### src/sv/imu_cal_pkg.sv
// ----------------------------------------------------------------------------
// imu_cal_pkg
// types, codes and widths shared by the imu scale and gyro bias calibration
// ----------------------------------------------------------------------------
`default_nettype none

package imu_cal_pkg;

  localparam int FRAC_BITS_DEF  = 8;
  localparam int COUNT_BITS_DEF = 16;

  localparam int RAW_W  = 16;
  localparam int GYRO_W = 25;
  localparam int BIAS_W = 24;
  localparam int CFG_W  = 16;

  localparam logic [CFG_W-1:0] CALIB_SAMPLES_RST = 16'd100;
  localparam int               GYRO_LIM          = 16777215;

  localparam int IN_TDATA_W  = 6 * RAW_W;
  localparam int IN_TUSER_W  = 2;
  localparam int OUT_PAY_W   = 3 * RAW_W + 3 * GYRO_W + 3 * BIAS_W;
  localparam int OUT_TDATA_W = ((OUT_PAY_W + 7) / 8) * 8;
  localparam int OUT_TUSER_W = 3;

  typedef enum logic [2:0] {
    ST_OK     = 3'd0,
    ST_RDERR  = 3'd1,
    ST_CALIB  = 3'd2,
    ST_DONE   = 3'd3,
    ST_FAIL   = 3'd4,
    ST_BADCNT = 3'd5
  } status_t;

  typedef enum logic [2:0] {
    S_IDLE,
    S_EXEC,
    S_DIVLD,
    S_DIV,
    S_EMIT
  } state_t;

  typedef enum logic [1:0] {
    OP_NONE,
    OP_START,
    OP_ACCUM
  } op_t;

  // controller to datapath
  typedef struct packed {
    logic    load_in;
    op_t     op;
    logic    set_status;
    status_t status;
    logic    div_start;
    logic    div_step;
    logic    div_write;
    logic    load_out;
  } ctl_cmd_t;

  // datapath to controller
  typedef struct packed {
    logic cmd;
    logic ok;
    logic cal;
    logic cnt_zero;
    logic last;
    logic good_next_zero;
    logic div_done;
    logic out_free;
  } dp_stat_t;

endpackage

`default_nettype wire

### src/sv/imu_cal_ctrl.sv
// ----------------------------------------------------------------------------
// imu_cal_ctrl
// sequencer: takes one item, decides its status and the state update,
// runs the bias divider on a last calibration attempt with good samples, emits the result
// ----------------------------------------------------------------------------
`default_nettype none

module imu_cal_ctrl (
  input  wire logic                 clk,
  input  wire logic                 rst_n,
  input  wire logic                 in_tvalid,
  output logic                      in_tready,
  input  wire imu_cal_pkg::dp_stat_t stat,
  output imu_cal_pkg::ctl_cmd_t     cmd
);
  import imu_cal_pkg::*;

  state_t state_r;
  state_t state_nxt;

  always_ff @(posedge clk) begin
    if (!rst_n) begin
      state_r <= S_IDLE;
    end else begin
      state_r <= state_nxt;
    end
  end

  always_comb begin
    state_nxt      = state_r;
    in_tready      = 1'b0;
    cmd.load_in    = 1'b0;
    cmd.op         = OP_NONE;
    cmd.set_status = 1'b0;
    cmd.status     = ST_OK;
    cmd.div_start  = 1'b0;
    cmd.div_step   = 1'b0;
    cmd.div_write  = 1'b0;
    cmd.load_out   = 1'b0;
    unique case (state_r)
      S_IDLE: begin
        in_tready = 1'b1;
        if (in_tvalid) begin
          cmd.load_in = 1'b1;
          state_nxt   = S_EXEC;
        end
      end
      S_EXEC: begin
        cmd.set_status = 1'b1;
        state_nxt      = S_EMIT;
        if (stat.cmd) begin
          if (stat.cnt_zero) begin
            cmd.status = ST_BADCNT;
          end else begin
            cmd.op     = OP_START;
            cmd.status = ST_CALIB;
          end
        end else if (stat.cal) begin
          cmd.op     = OP_ACCUM;
          cmd.status = ST_CALIB;
          if (stat.last) begin
            if (stat.good_next_zero) begin
              cmd.status = ST_FAIL;
            end else begin
              cmd.status = ST_DONE;
              state_nxt  = S_DIVLD;
            end
          end
        end else if (!stat.ok) begin
          cmd.status = ST_RDERR;
        end else begin
          cmd.status = ST_OK;
        end
      end
      S_DIVLD: begin
        cmd.div_start = 1'b1;
        state_nxt     = S_DIV;
      end
      S_DIV: begin
        if (stat.div_done) begin
          cmd.div_write = 1'b1;
          state_nxt     = S_EMIT;
        end else begin
          cmd.div_step = 1'b1;
        end
      end
      S_EMIT: begin
        if (stat.out_free) begin
          cmd.load_out = 1'b1;
          state_nxt    = S_IDLE;
        end
      end
      default: begin
        state_nxt = S_IDLE;
      end
    endcase
  end

endmodule

`default_nettype wire

### src/sv/imu_cal_dp.sv
// ----------------------------------------------------------------------------
// imu_cal_dp
// datapath: item register, calibration counters and sums, three-lane
// restoring divider for the biases, gyro correction and output register
// ----------------------------------------------------------------------------
`default_nettype none

module imu_cal_dp #(
  parameter int FRAC_BITS  = imu_cal_pkg::FRAC_BITS_DEF,
  parameter int COUNT_BITS = imu_cal_pkg::COUNT_BITS_DEF
) (
  input  wire logic                                clk,
  input  wire logic                                rst_n,
  input  wire logic [imu_cal_pkg::IN_TDATA_W-1:0]  in_tdata,
  input  wire logic [imu_cal_pkg::IN_TUSER_W-1:0]  in_tuser,
  input  wire logic                                cfg_valid,
  output logic                                     cfg_ready,
  input  wire logic [imu_cal_pkg::CFG_W-1:0]       cfg_data,
  output logic                                     out_tvalid,
  input  wire logic                                out_tready,
  output logic [imu_cal_pkg::OUT_TDATA_W-1:0]      out_tdata,
  output logic [imu_cal_pkg::OUT_TUSER_W-1:0]      out_tuser,
  input  wire imu_cal_pkg::ctl_cmd_t               cmd,
  output imu_cal_pkg::dp_stat_t                    stat
);
  import imu_cal_pkg::*;

  localparam int SUM_W = RAW_W + COUNT_BITS;
  localparam int DIV_W = SUM_W + FRAC_BITS;
  localparam int DCW   = $clog2(DIV_W + 1);
  localparam int MAG_W = (DIV_W > BIAS_W + 1) ? DIV_W : BIAS_W + 1;
  localparam int GX_W  = ((RAW_W + FRAC_BITS > BIAS_W) ? RAW_W + FRAC_BITS : BIAS_W) + 2;

  localparam logic [MAG_W-1:0] POS_LIM = MAG_W'((64'd1 << (BIAS_W - 1)) - 64'd1);
  localparam logic [MAG_W-1:0] NEG_LIM = MAG_W'(64'd1 << (BIAS_W - 1));
  localparam logic signed [GX_W-1:0] GX_HI = GX_W'(GYRO_LIM);
  localparam logic signed [GX_W-1:0] GX_LO = -GX_HI;

  // item register
  logic                    cmd_r;
  logic                    ok_r;
  logic signed [RAW_W-1:0] acc_r [3];
  logic signed [RAW_W-1:0] gyr_r [3];

  // calibration state
  logic [CFG_W-1:0]         cfg_r;
  logic                     cal_r;
  logic [COUNT_BITS-1:0]    att_r;
  logic [COUNT_BITS-1:0]    good_r;
  logic signed [SUM_W-1:0]  sum_r [3];
  logic signed [BIAS_W-1:0] bias_r [3];
  status_t                  status_r;

  // divider
  logic [DIV_W-1:0]      dq_r  [3];
  logic [COUNT_BITS-1:0] rem_r [3];
  logic                  neg_r [3];
  logic [DCW-1:0]        dcnt_r;

  // output register
  logic                   out_valid_r;
  logic [OUT_TDATA_W-1:0] out_data_r;
  logic [OUT_TUSER_W-1:0] out_user_r;

  logic [COUNT_BITS-1:0]      good_nxt;
  logic [COUNT_BITS-1:0]      att_nxt;
  logic [COUNT_BITS:0]        trial   [3];
  logic                       qbit    [3];
  logic [COUNT_BITS-1:0]      rem_nxt [3];
  logic [SUM_W-1:0]           mag     [3];
  logic signed [GX_W-1:0]     gx      [3];
  logic signed [GYRO_W-1:0]   gsat    [3];
  logic [OUT_TDATA_W-1:0]     pay;

  function automatic logic signed [BIAS_W-1:0] sat_bias(input logic neg,
                                                       input logic [DIV_W-1:0] q);
    logic [MAG_W-1:0] m;
    logic [MAG_W-1:0] nm;
    m  = MAG_W'(q);
    nm = -m;
    if (!neg) begin
      sat_bias = (m > POS_LIM) ? POS_LIM[BIAS_W-1:0] : m[BIAS_W-1:0];
    end else begin
      sat_bias = (m > NEG_LIM) ? NEG_LIM[BIAS_W-1:0] : nm[BIAS_W-1:0];
    end
  endfunction

  assign cfg_ready = 1'b1;
  assign good_nxt  = good_r + COUNT_BITS'(ok_r);
  assign att_nxt   = att_r - COUNT_BITS'(1);

  assign stat.cmd            = cmd_r;
  assign stat.ok             = ok_r;
  assign stat.cal            = cal_r;
  assign stat.cnt_zero       = (cfg_r[COUNT_BITS-1:0] == '0);
  assign stat.last           = (att_r == COUNT_BITS'(1));
  assign stat.good_next_zero = (good_nxt == '0);
  assign stat.div_done       = (dcnt_r == '0);
  assign stat.out_free       = !out_valid_r || out_tready;

  always_comb begin
    for (int i = 0; i < 3; i++) begin
      trial[i]   = {rem_r[i], dq_r[i][DIV_W-1]};
      qbit[i]    = (trial[i] >= {1'b0, good_r});
      rem_nxt[i] = qbit[i] ? COUNT_BITS'(trial[i] - {1'b0, good_r})
                           : trial[i][COUNT_BITS-1:0];
      mag[i]     = sum_r[i][SUM_W-1] ? SUM_W'(-sum_r[i]) : SUM_W'(sum_r[i]);
      gx[i]      = (GX_W'(gyr_r[i]) <<< FRAC_BITS) - GX_W'(bias_r[i]);
      if (gx[i] > GX_HI) begin
        gsat[i] = GX_HI[GYRO_W-1:0];
      end else if (gx[i] < GX_LO) begin
        gsat[i] = GX_LO[GYRO_W-1:0];
      end else begin
        gsat[i] = gx[i][GYRO_W-1:0];
      end
    end
  end

  // accel and gyro are zero unless the status is ok
  always_comb begin
    pay = '0;
    for (int i = 0; i < 3; i++) begin
      if (status_r == ST_OK) begin
        pay[i*RAW_W +: RAW_W]                 = acc_r[i];
        pay[3*RAW_W + i*GYRO_W +: GYRO_W]     = gsat[i];
      end
      pay[3*RAW_W + 3*GYRO_W + i*BIAS_W +: BIAS_W] = bias_r[i];
    end
  end

  always_ff @(posedge clk) begin
    if (!rst_n) begin
      cfg_r       <= CALIB_SAMPLES_RST;
      cal_r       <= 1'b0;
      att_r       <= '0;
      good_r      <= '0;
      status_r    <= ST_OK;
      dcnt_r      <= '0;
      out_valid_r <= 1'b0;
      for (int i = 0; i < 3; i++) begin
        sum_r[i]  <= '0;
        bias_r[i] <= '0;
      end
    end else begin
      if (cfg_valid) begin
        cfg_r <= cfg_data;
      end
      if (cmd.set_status) begin
        status_r <= cmd.status;
      end
      case (cmd.op)
        OP_START: begin
          cal_r  <= 1'b1;
          att_r  <= cfg_r[COUNT_BITS-1:0];
          good_r <= '0;
          for (int i = 0; i < 3; i++) begin
            sum_r[i] <= '0;
          end
        end
        OP_ACCUM: begin
          att_r  <= att_nxt;
          good_r <= good_nxt;
          if (att_nxt == '0) begin
            cal_r <= 1'b0;
          end
          if (ok_r) begin
            for (int i = 0; i < 3; i++) begin
              sum_r[i] <= sum_r[i] + SUM_W'(gyr_r[i]);
            end
          end
        end
        default: begin
        end
      endcase
      if (cmd.div_start) begin
        dcnt_r <= DCW'(DIV_W);
      end else if (cmd.div_step) begin
        dcnt_r <= dcnt_r - DCW'(1);
      end
      if (cmd.div_write) begin
        for (int i = 0; i < 3; i++) begin
          bias_r[i] <= sat_bias(neg_r[i], dq_r[i]);
        end
      end
      if (cmd.load_out) begin
        out_valid_r <= 1'b1;
      end else if (out_tready) begin
        out_valid_r <= 1'b0;
      end
    end
  end

  always_ff @(posedge clk) begin
    if (cmd.load_in) begin
      cmd_r <= in_tuser[0];
      ok_r  <= in_tuser[1];
      for (int i = 0; i < 3; i++) begin
        acc_r[i] <= in_tdata[i*RAW_W +: RAW_W];
        gyr_r[i] <= in_tdata[(3+i)*RAW_W +: RAW_W];
      end
    end
    for (int i = 0; i < 3; i++) begin
      if (cmd.div_start) begin
        dq_r[i]  <= DIV_W'(mag[i]) << FRAC_BITS;
        rem_r[i] <= '0;
        neg_r[i] <= sum_r[i][SUM_W-1];
      end else if (cmd.div_step) begin
        dq_r[i]  <= {dq_r[i][DIV_W-2:0], qbit[i]};
        rem_r[i] <= rem_nxt[i];
      end
    end
    if (cmd.load_out) begin
      out_data_r <= pay;
      out_user_r <= status_r;
    end
  end

  assign out_tvalid = out_valid_r;
  assign out_tdata  = out_data_r;
  assign out_tuser  = out_user_r;

endmodule

`default_nettype wire

### src/sv/imu_sample_scale_and_gyro_bias_cal.sv
// ----------------------------------------------------------------------------
// imu_sample_scale_and_gyro_bias_cal
// each item passes from the item register through the status decision to
//   the output register; the last calibration attempt with good samples also
//   runs the bit-serial restoring divider, one quotient bit per cycle, three
//   axes in parallel, before its result is loaded
// flow: one item at a time, next input accepted the cycle after the
//   result is loaded into the output register, which happens only once that
//   register is free
// reset: synchronous active-low rst_n clears mode, counters, sums and biases,
//   and sets calib_samples to 100
// ----------------------------------------------------------------------------
`default_nettype none

module imu_sample_scale_and_gyro_bias_cal #(
  parameter int FRAC_BITS  = imu_cal_pkg::FRAC_BITS_DEF,
  parameter int COUNT_BITS = imu_cal_pkg::COUNT_BITS_DEF
) (
  input  wire logic                                clk,
  input  wire logic                                rst_n,
  input  wire logic                                in_tvalid,
  output logic                                     in_tready,
  // raw accel x, y, z then raw gyro x, y, z
  input  wire logic [imu_cal_pkg::IN_TDATA_W-1:0]  in_tdata,
  // command, read_ok
  input  wire logic [imu_cal_pkg::IN_TUSER_W-1:0]  in_tuser,
  input  wire logic                                cfg_valid,
  output logic                                     cfg_ready,
  input  wire logic [imu_cal_pkg::CFG_W-1:0]       cfg_data,
  output logic                                     out_tvalid,
  input  wire logic                                out_tready,
  // accel_x, accel_y, accel_z, gyro_x, gyro_y, gyro_z, bias_x, bias_y, bias_z
  output logic [imu_cal_pkg::OUT_TDATA_W-1:0]      out_tdata,
  // status
  output logic [imu_cal_pkg::OUT_TUSER_W-1:0]      out_tuser
);
  import imu_cal_pkg::*;

  ctl_cmd_t cmd;
  dp_stat_t stat;

  imu_cal_ctrl u_ctrl (
    .clk       (clk),
    .rst_n     (rst_n),
    .in_tvalid (in_tvalid),
    .in_tready (in_tready),
    .stat      (stat),
    .cmd       (cmd)
  );

  imu_cal_dp #(
    .FRAC_BITS  (FRAC_BITS),
    .COUNT_BITS (COUNT_BITS)
  ) u_dp (
    .clk        (clk),
    .rst_n      (rst_n),
    .in_tdata   (in_tdata),
    .in_tuser   (in_tuser),
    .cfg_valid  (cfg_valid),
    .cfg_ready  (cfg_ready),
    .cfg_data   (cfg_data),
    .out_tvalid (out_tvalid),
    .out_tready (out_tready),
    .out_tdata  (out_tdata),
    .out_tuser  (out_tuser),
    .cmd        (cmd),
    .stat       (stat)
  );

endmodule

`default_nettype wire

### config.mk
export PLATFORM = sky130hd
export DESIGN_NAME = imu_sample_scale_and_gyro_bias_cal
export DESIGN_NICKNAME = d
export VERILOG_FILES = /design/src/sv/imu_cal_pkg.sv /design/src/sv/imu_cal_ctrl.sv /design/src/sv/imu_cal_dp.sv /design/src/sv/imu_sample_scale_and_gyro_bias_cal.sv
export SDC_FILE = /design/constraint.sdc
export NUM_CORES = 2
export LEC_CHECK = 0
export ABC_AREA = 1
export CAP_MARGIN = 20
export CELL_PAD_IN_SITES_DETAIL_PLACEMENT = 1
export CELL_PAD_IN_SITES_GLOBAL_PLACEMENT = 1
export CORE_ASPECT_RATIO = 0.5
export CORE_MARGIN = 10
export CORE_UTILIZATION = 49
export DETAILED_ROUTE_END_ITERATION = 10
export DONT_BUFFER_PORTS = 1
export GPL_TIMING_DRIVEN = 0
export PLACE_DENSITY_LB_ADDON = 0.1
export SYNTH_ARGS = -nofsm -noshare
export SYNTH_HDL_FRONTEND = slang
export SYNTH_SLANG_ARGS = --single-unit
### constraint.sdc
create_clock -name clk -period 13 [get_ports clk]
set_input_delay 2.6 -clock clk [delete_from_list [all_inputs] [get_ports clk]]
set_output_delay 2.6 -clock clk [all_outputs]
set_load 0.02 [all_outputs]
After elaboration in Yosys (flattened, before gate mapping)
Memory sizes are Yosys's and may differ from the RTL's. A register that Yosys moved wholly into a read port is not among the register bits.
Cells that the tools add are included.

cells by class
  equal/unequal tests = 11
  reduce and logical (&&, ||, !) cells = 20
  $lt $le $gt $ge = 15
  $add $sub $neg = 18
  muxes and demuxes = 95
  bitwise operators = 17

operator list
  kind                                                              number
  2-to-1 mux 24 bit                                                 21
  2-to-1 mux 32 bit                                                 9
  greater-than comparator 40 x 23 -> 1 bit (second input constant)  3
  greater-than comparator 40 x 24 -> 1 bit (second input constant)  3
  2-to-1 mux 40 bit                                                 3
  adder 32 x 16 -> 32 bit                                           3
  2-to-1 mux 16 bit                                                 6
  negator 32 bit                                                    3
  greater-than comparator 26 x 25 -> 1 bit (second input constant)  3
  < comparator 26 x 25 -> 1 bit (second input constant)             3
  2-to-1 mux 25 bit                                                 3
  subtractor 24 x 24 -> 25 bit                                      3
  negator 24 bit                                                    3
  one-hot mux 16 bit (2 select lines)                               2
  greater-or-equal comparator 17 x 16 -> 1 bit                      3
  logical NOT 16 bit                                                3
  subtractor 16 bit                                                 3
  2-to-1 mux 3 bit                                                  12
  2-to-1 mux 1 bit                                                  31
  2-to-1 mux 6 bit                                                  3
  adder 16 x 1 -> 16 bit                                            1
  equality test 16 x 1 -> 1 bit (second input constant)             1
  subtractor 16 x 1 -> 16 bit (second input constant)               1
  bitwise OR 1 bit                                                  15
  other kinds (20)                                                  35

word-level totals
  output and inout bits = 206
  RAM bits = 435
  memories = 7
  bits of input ports = 119
  bits in registers = 262
  logic and storage cells = 200

memories
  name             depth  width  read ports  clocked after Yosys merged registers in  write ports  RTL line          RTL
  u_dp.dq_r        3      40     3           0                                        3            imu_cal_dp.sv:55  logic [DIV_W-1:0] dq_r [3];
  u_dp.sum_r       3      32     3           0                                        3            imu_cal_dp.sv:50  logic signed [SUM_W-1:0] sum_r [3];
  u_dp.bias_r      3      24     3           0                                        3            imu_cal_dp.sv:51  logic signed [BIAS_W-1:0] bias_r [3];
  u_dp.acc_r       3      16     3           3                                        3            imu_cal_dp.sv:42  logic signed [RAW_W-1:0] acc_r [3];
  u_dp.gyr_r       3      16     3           0                                        3            imu_cal_dp.sv:43  logic signed [RAW_W-1:0] gyr_r [3];
  u_dp.rem_r       3      16     3           0                                        3            imu_cal_dp.sv:56  logic [COUNT_BITS-1:0] rem_r [3];
  1 more memories  -      -      -           -                                        -            -

Logic depth before layout (Yosys ltp)
  depth after elaboration = 13
  gate-level depth with buffers = 21
  gate-level depth less buffers = 20

Modules after synthesis
From an unflattened synthesis, not the netlist that was laid out.

second synthesis, totals
  cell total of the unflattened synthesis = 5351
  area, all modules = 43940.9 µm²

by module, submodules not included
  module        times used  area an instance (µm²)  sequential area each (µm²)  cells each
  imu_cal_dp    1           43621.8                 20249.4                     5295
  imu_cal_ctrl  1           319.1                   60.1                        56

Least setup slack after synthesis
OpenSTA, ideal clock, no wires.

  kind = input -> register
  start = input out_tready
  end = register u_dp.out_data_r[0] (netlist: u_dp.out_tdata[0]), read port of u_dp.acc_r (enable)
  arrival time = 10811 ps
  buffers on the path = 0
  stages on the path = 2
  data required time = 12241 ps
  library setup time = 759 ps
  slack = 1431 ps
  cells stage by stage = nor2_1 nor2_1

RTL lines
  item                RTL line                                  RTL
  start: declaration  imu_sample_scale_and_gyro_bias_cal.sv:31  input wire logic out_tready,
  end: declaration    imu_cal_dp.sv:62                          logic [OUT_TDATA_W-1:0] out_data_r;

==> impl_metrics.xml <==
<?xml version="1.0" encoding="UTF-8"?>
<metrics>
  <group name="sta">
    <metric name="maxSlewHeadroom" unit="">0.2412</metric>
    <metric name="fin_crit" unit="ns">5.287</metric>
    <metric name="fin_hold_ws" unit="ns">0.4558</metric>
    <metric name="maxSlewViolCount" unit="">0</metric>
    <metric name="finalSetupViolCount" unit="">0</metric>
    <metric name="setup_ws" unit="ns">7.713</metric>
    <metric name="worst_clock_skew" unit="ns">0.02786</metric>
    <metric name="hold_viol_final" unit="">0</metric>
    <metric name="maxClockFrequency" unit="GHz">0.1891</metric>
    <metric name="final.period_utilization" unit="">0.4067</metric>
    <metric name="tightestPinTransition" unit="ns">1.134</metric>
    <metric name="unrepaired_setup_endpoints_after_global_routing" unit="">false</metric>
  </group>
  <group name="synthesis">
    <metric name="syn-instance-count" unit="">4979</metric>
    <metric name="synth_cell_type_count" unit="">59</metric>
    <metric name="synth_edf_count" unit="">635</metric>
    <metric name="synth.cell_area" unit="sq mm">0.04210</metric>
    <metric name="proportion_of_synthesized_flip_flops_having_asynchronous_set_or_reset" unit="">0</metric>
    <metric name="ys.warnings.count" unit="">0</metric>
    <metric name="mean_post_synth_cell_area" unit="sq um">8.456</metric>
    <metric name="synth_top_flop_cell" unit="">sky130_fd_sc_hd__edfxtp_1</metric>
    <metric name="seq_area_frac_synth" unit="">0.4824</metric>
    <metric name="ys_seq_elements" unit="">697</metric>
  </group>
  <group name="final_layout">
    <metric name="layout.nets" unit="">5415</metric>
    <metric name="area_growth_syn_to_layout" unit="%">9.759</metric>
    <metric name="drive_above_1_share" unit="">0.05008</metric>
    <metric name="mostFrequentLayoutCells" unit="">sky130_fd_sc_hd__nand2_1, sky130_fd_sc_hd__edfxtp_1, sky130_fd_sc_hd__nor2_1</metric>
    <metric name="num-fill-cells" unit="">10150</metric>
    <metric name="final_common_cell" unit="">sky130_fd_sc_hd__nand2_1</metric>
    <metric name="final_core_utilization" unit="">0.5472</metric>
    <metric name="final_cell_count_no_fill" unit="">6251</metric>
  </group>
  <group name="setup_path">
    <metric name="reg2reg_slack" unit="ns">8.48</metric>
    <metric name="worstSetupPathType" unit="">primary input to flip-flop</metric>
    <metric name="cp.arrival" unit="ns">5.63</metric>
    <metric name="critPathCaptureType" unit="">flip-flop</metric>
    <metric name="critical-path-max-stage-delay" unit="ns">0.63</metric>
    <metric name="required_time_of_the_critical_path" unit="ns">13.34</metric>
    <metric name="r2r_start" unit="">u_dp.cfg_r[8]</metric>
    <metric name="startpoint_type" unit="">primary input</metric>
    <metric name="reg_to_reg_critical_path_endpoint" unit="">u_dp.sum_r[0][37]</metric>
    <metric name="r2r_cells" unit="">15</metric>
    <metric name="critical_path.cell_chain" unit="">clkbuf_1 -&gt; inv_2 -&gt; nor3_2 -&gt; buf_4 -&gt; inv_2 -&gt; clkbuf_1 -&gt; buf_8 -&gt; nand2_4 -&gt; buf_16</metric>
    <metric name="crit_path_max_fanout" unit="">50</metric>
    <metric name="critical-path-slowest-cell" unit="">sky130_fd_sc_hd__nand2_4</metric>
  </group>
  <group name="global_route">
    <metric name="largest_net_degree_at_the_start_of_global_routing" unit="">66</metric>
    <metric name="first_pass_grt_wire_length" unit="mm">212.9</metric>
    <metric name="antenna_violations_before_repair" unit="">4</metric>
    <metric name="gr-usage-all-layers" unit="">0.2736</metric>
    <metric name="first_global_vias" unit="">36790</metric>
    <metric name="overflow" unit="">0</metric>
  </group>
  <group name="route">
    <metric name="dr_wl_met2" unit="mm">66.50</metric>
    <metric name="dr.max_layer_used" unit="">met5</metric>
    <metric name="post-route-drc-count" unit="">0</metric>
    <metric name="count_of_tritonroute_iterations_in_the_first_routing_pass" unit="">5</metric>
    <metric name="vias_per_cell" unit="">5.797</metric>
    <metric name="wire_per_inst" unit="microns">22.19</metric>
    <metric name="drt.antenna.violating_nets" unit="">0</metric>
    <metric name="vias" unit="">36240</metric>
    <metric name="route.met3.wl" unit="mm">6.316</metric>
    <metric name="routed_wl" unit="mm">138.7</metric>
    <metric name="wirelength_met1" unit="mm">62.55</metric>
    <metric name="detailedRoute.firstIterationViolations" unit="">2560</metric>
  </group>
  <group name="floorplan">
    <metric name="floorplan.rows" unit="">75</metric>
    <metric name="coreArea" unit="sq mm">0.08446</metric>
    <metric name="die_area" unit="sq mm">0.09876</metric>
    <metric name="die_height" unit="microns">227.3</metric>
    <metric name="die_width" unit="microns">434.5</metric>
    <metric name="floorplan.io_pins" unit="">325</metric>
    <metric name="floorplan.initialDensity" unit="">0.4985</metric>
  </group>
  <group name="status">
    <metric name="outcome" unit="">finished clean</metric>
  </group>
  <group name="clocking">
    <metric name="cts_made_buffers" unit="">69</metric>
    <metric name="post_cts_resized" unit="">0</metric>
    <metric name="latest_clock_arrival_within_the_worst_skew_pair" unit="ns">0.68</metric>
    <metric name="hold_buffers" unit="">0</metric>
    <metric name="cts_buffer_depth" unit="">3</metric>
    <metric name="worst_setup_hold_path_clk_slew" unit="ns">0.07</metric>
    <metric name="cts_max_level" unit="">3</metric>
    <metric name="cts_tree" unit="">built</metric>
    <metric name="number_of_buffers_added_for_setup_after_cts" unit="">0</metric>
    <metric name="numClockSinks" unit="">697</metric>
    <metric name="clock-root-buffer" unit="">sky130_fd_sc_hd__clkbuf_16</metric>
  </group>
  <group name="hold_path">
    <metric name="min_path_type" unit="">flip-flop to flip-flop</metric>
    <metric name="holdPathEnd" unit="">u_dp.out_tdata[165]</metric>
    <metric name="hold_path.startpoint" unit="">u_dp.bias_r[0][42]</metric>
    <metric name="hold_depth" unit="">0</metric>
  </group>
  <group name="place">
    <metric name="dp_hpwl" unit="mm">108.8</metric>
    <metric name="place.port_buffers" unit="">0</metric>
    <metric name="dp_slack" unit="ns">7.028</metric>
    <metric name="dp.cells" unit="">6123</metric>
    <metric name="last_weighted_congestion_value_of_the_routability_driven_placer" unit="">0.9171</metric>
  </group>
  <group name="power">
    <metric name="power.density" unit="mW/mm^2">120.4</metric>
    <metric name="power.static_leakage" unit="uW">0.01871</metric>
    <metric name="report.power.total" unit="uW">5562</metric>
    <metric name="power.ir.vdd_worst" unit="V">0.00008619</metric>
  </group>
  <group name="job">
    <metric name="cap_violations" unit="">0</metric>
  </group>
</metrics>
[flip-flops by register name, indices dropped and copies added, names as in the netlist, 6 cells and up]
name / cells
u_dp.dq_r: 120
u_dp.gyr_r: 48
u_dp.out_tdata: 195
u_dp.acc_r: 48
u_dp.dcnt_r: 6
u_dp.sum_r: 96
u_dp.att_r: 16
u_dp.good_r: 16
u_dp.bias_r: 72
u_dp.rem_r: 48
u_dp.cfg_r: 16
[report_power, final]
group | internal (uW) | leakage, uW | total [uW] | switching [uW]
combinational | 254 | 0.0109 | 819 | 565
sequential | 2560 | 0.00667 | 2670 | 110
clock | 1120 | 0.00110 | 2070 | 950
[per-layer routing]
metal  up-vias  track usage
li1      17230            -
met1     17940       0.3647
met2       884       0.4681
met3       187      0.03384
met4         2      0.07767
met5         -            0
[critical path, delay by kind of cell]
kind	cells	cell delay (ns)
buf+inv	7	1.89
simple gates	2	1.01
[area by class of cell]
type                            instances  area (sq um)  area share
Timing Repair Buffer                   24         406.6    0.008799
Clock inverter                         34         347.8    0.007527
Buffer                                125         564.3     0.01221
Multi-Input combinational cell       3546         18980      0.4106
Sequential cell                       697         20310      0.4395
Tap cell                             1116          1396     0.03022
Clock buffer                           91          1896     0.04102
Antenna cell                            3         7.507   0.0001625
Inverter                              615          2308     0.04995
[worst max path at each step]
stage / start / end / slack (ns) / cells past startpoint
floorplan: out_tready / u_dp.out_tdata[0] / 1.43 / 2
global placement: out_tready / u_dp.out_tdata[84] / -2.66 / 2
detailed placement: rst_n / u_dp.sum_r[0][37] / 7.03 / 9
CTS: rst_n / u_dp.sum_r[0][37] / 7.74 / 9
global route: rst_n / u_dp.sum_r[0][37] / 7.57 / 9
finish: rst_n / u_dp.sum_r[0][37] / 7.71 / 9
[cells by family after synthesis]
group | after synthesis | synth area share
other | 2 | 0.0001784
buffers and inverters | 740 | 0.06823
and+or+nand+nor | 2092 | 0.2126
DFF | 697 | 0.4824
xor gates and xnor gates | 179 | 0.03724
AOI/OAI and AO/OA | 1051 | 0.1335
adders and majority gates | 218 | 0.06585
[Yosys cell counts, drive strengths merged, types with 3 or more instances]
cell | instances | area share
nand2 | 911 | 0.081
nor2 | 643 | 0.059
edfxtp | 635 | 0.45
inv | 611 | 0.054
a21oi | 473 | 0.056
o21ai | 443 | 0.053
nand3 | 292 | 0.035
ha | 212 | 0.063
xor2 | 126 | 0.026
nand4 | 87 | 0.013
clkbuf | 79 | 0.0070
nor3 | 64 | 0.0089
dfxtp | 62 | 0.029
xnor2 | 53 | 0.011
buf | 46 | 0.0064
nand3b | 37 | 0.0066
a31oi | 27 | 0.0040
a21o | 25 | 0.0045
nor4 | 25 | 0.0037
or2 | 21 | 0.0031
o21bai | 19 | 0.0036
o21a | 17 | 0.0030
o31ai | 9 | 0.0016
o211ai | 8 | 0.0014
nor3b | 7 | 0.0012
fa | 6 | 0.0029
a21boi | 5 | 0.00089
a211oi | 4 | 0.00071
a311oi | 4 | 0.00083
clkinv | 4 | 0.00036
o221ai | 4 | 0.00083
a221oi | 3 | 0.00062
and2 | 3 | 0.00045
[metrics by stage]
stage,setup TNS [ns],instance area [sq um]
2_1_floorplan,0,42120
3_3_place_gp,-737.61,43510
3_5_place_dp,0,43960
4_1_cts,0,46200
5_1_grt,0,46210
6_report,0,46210
(Power assumes the default switching activity.)
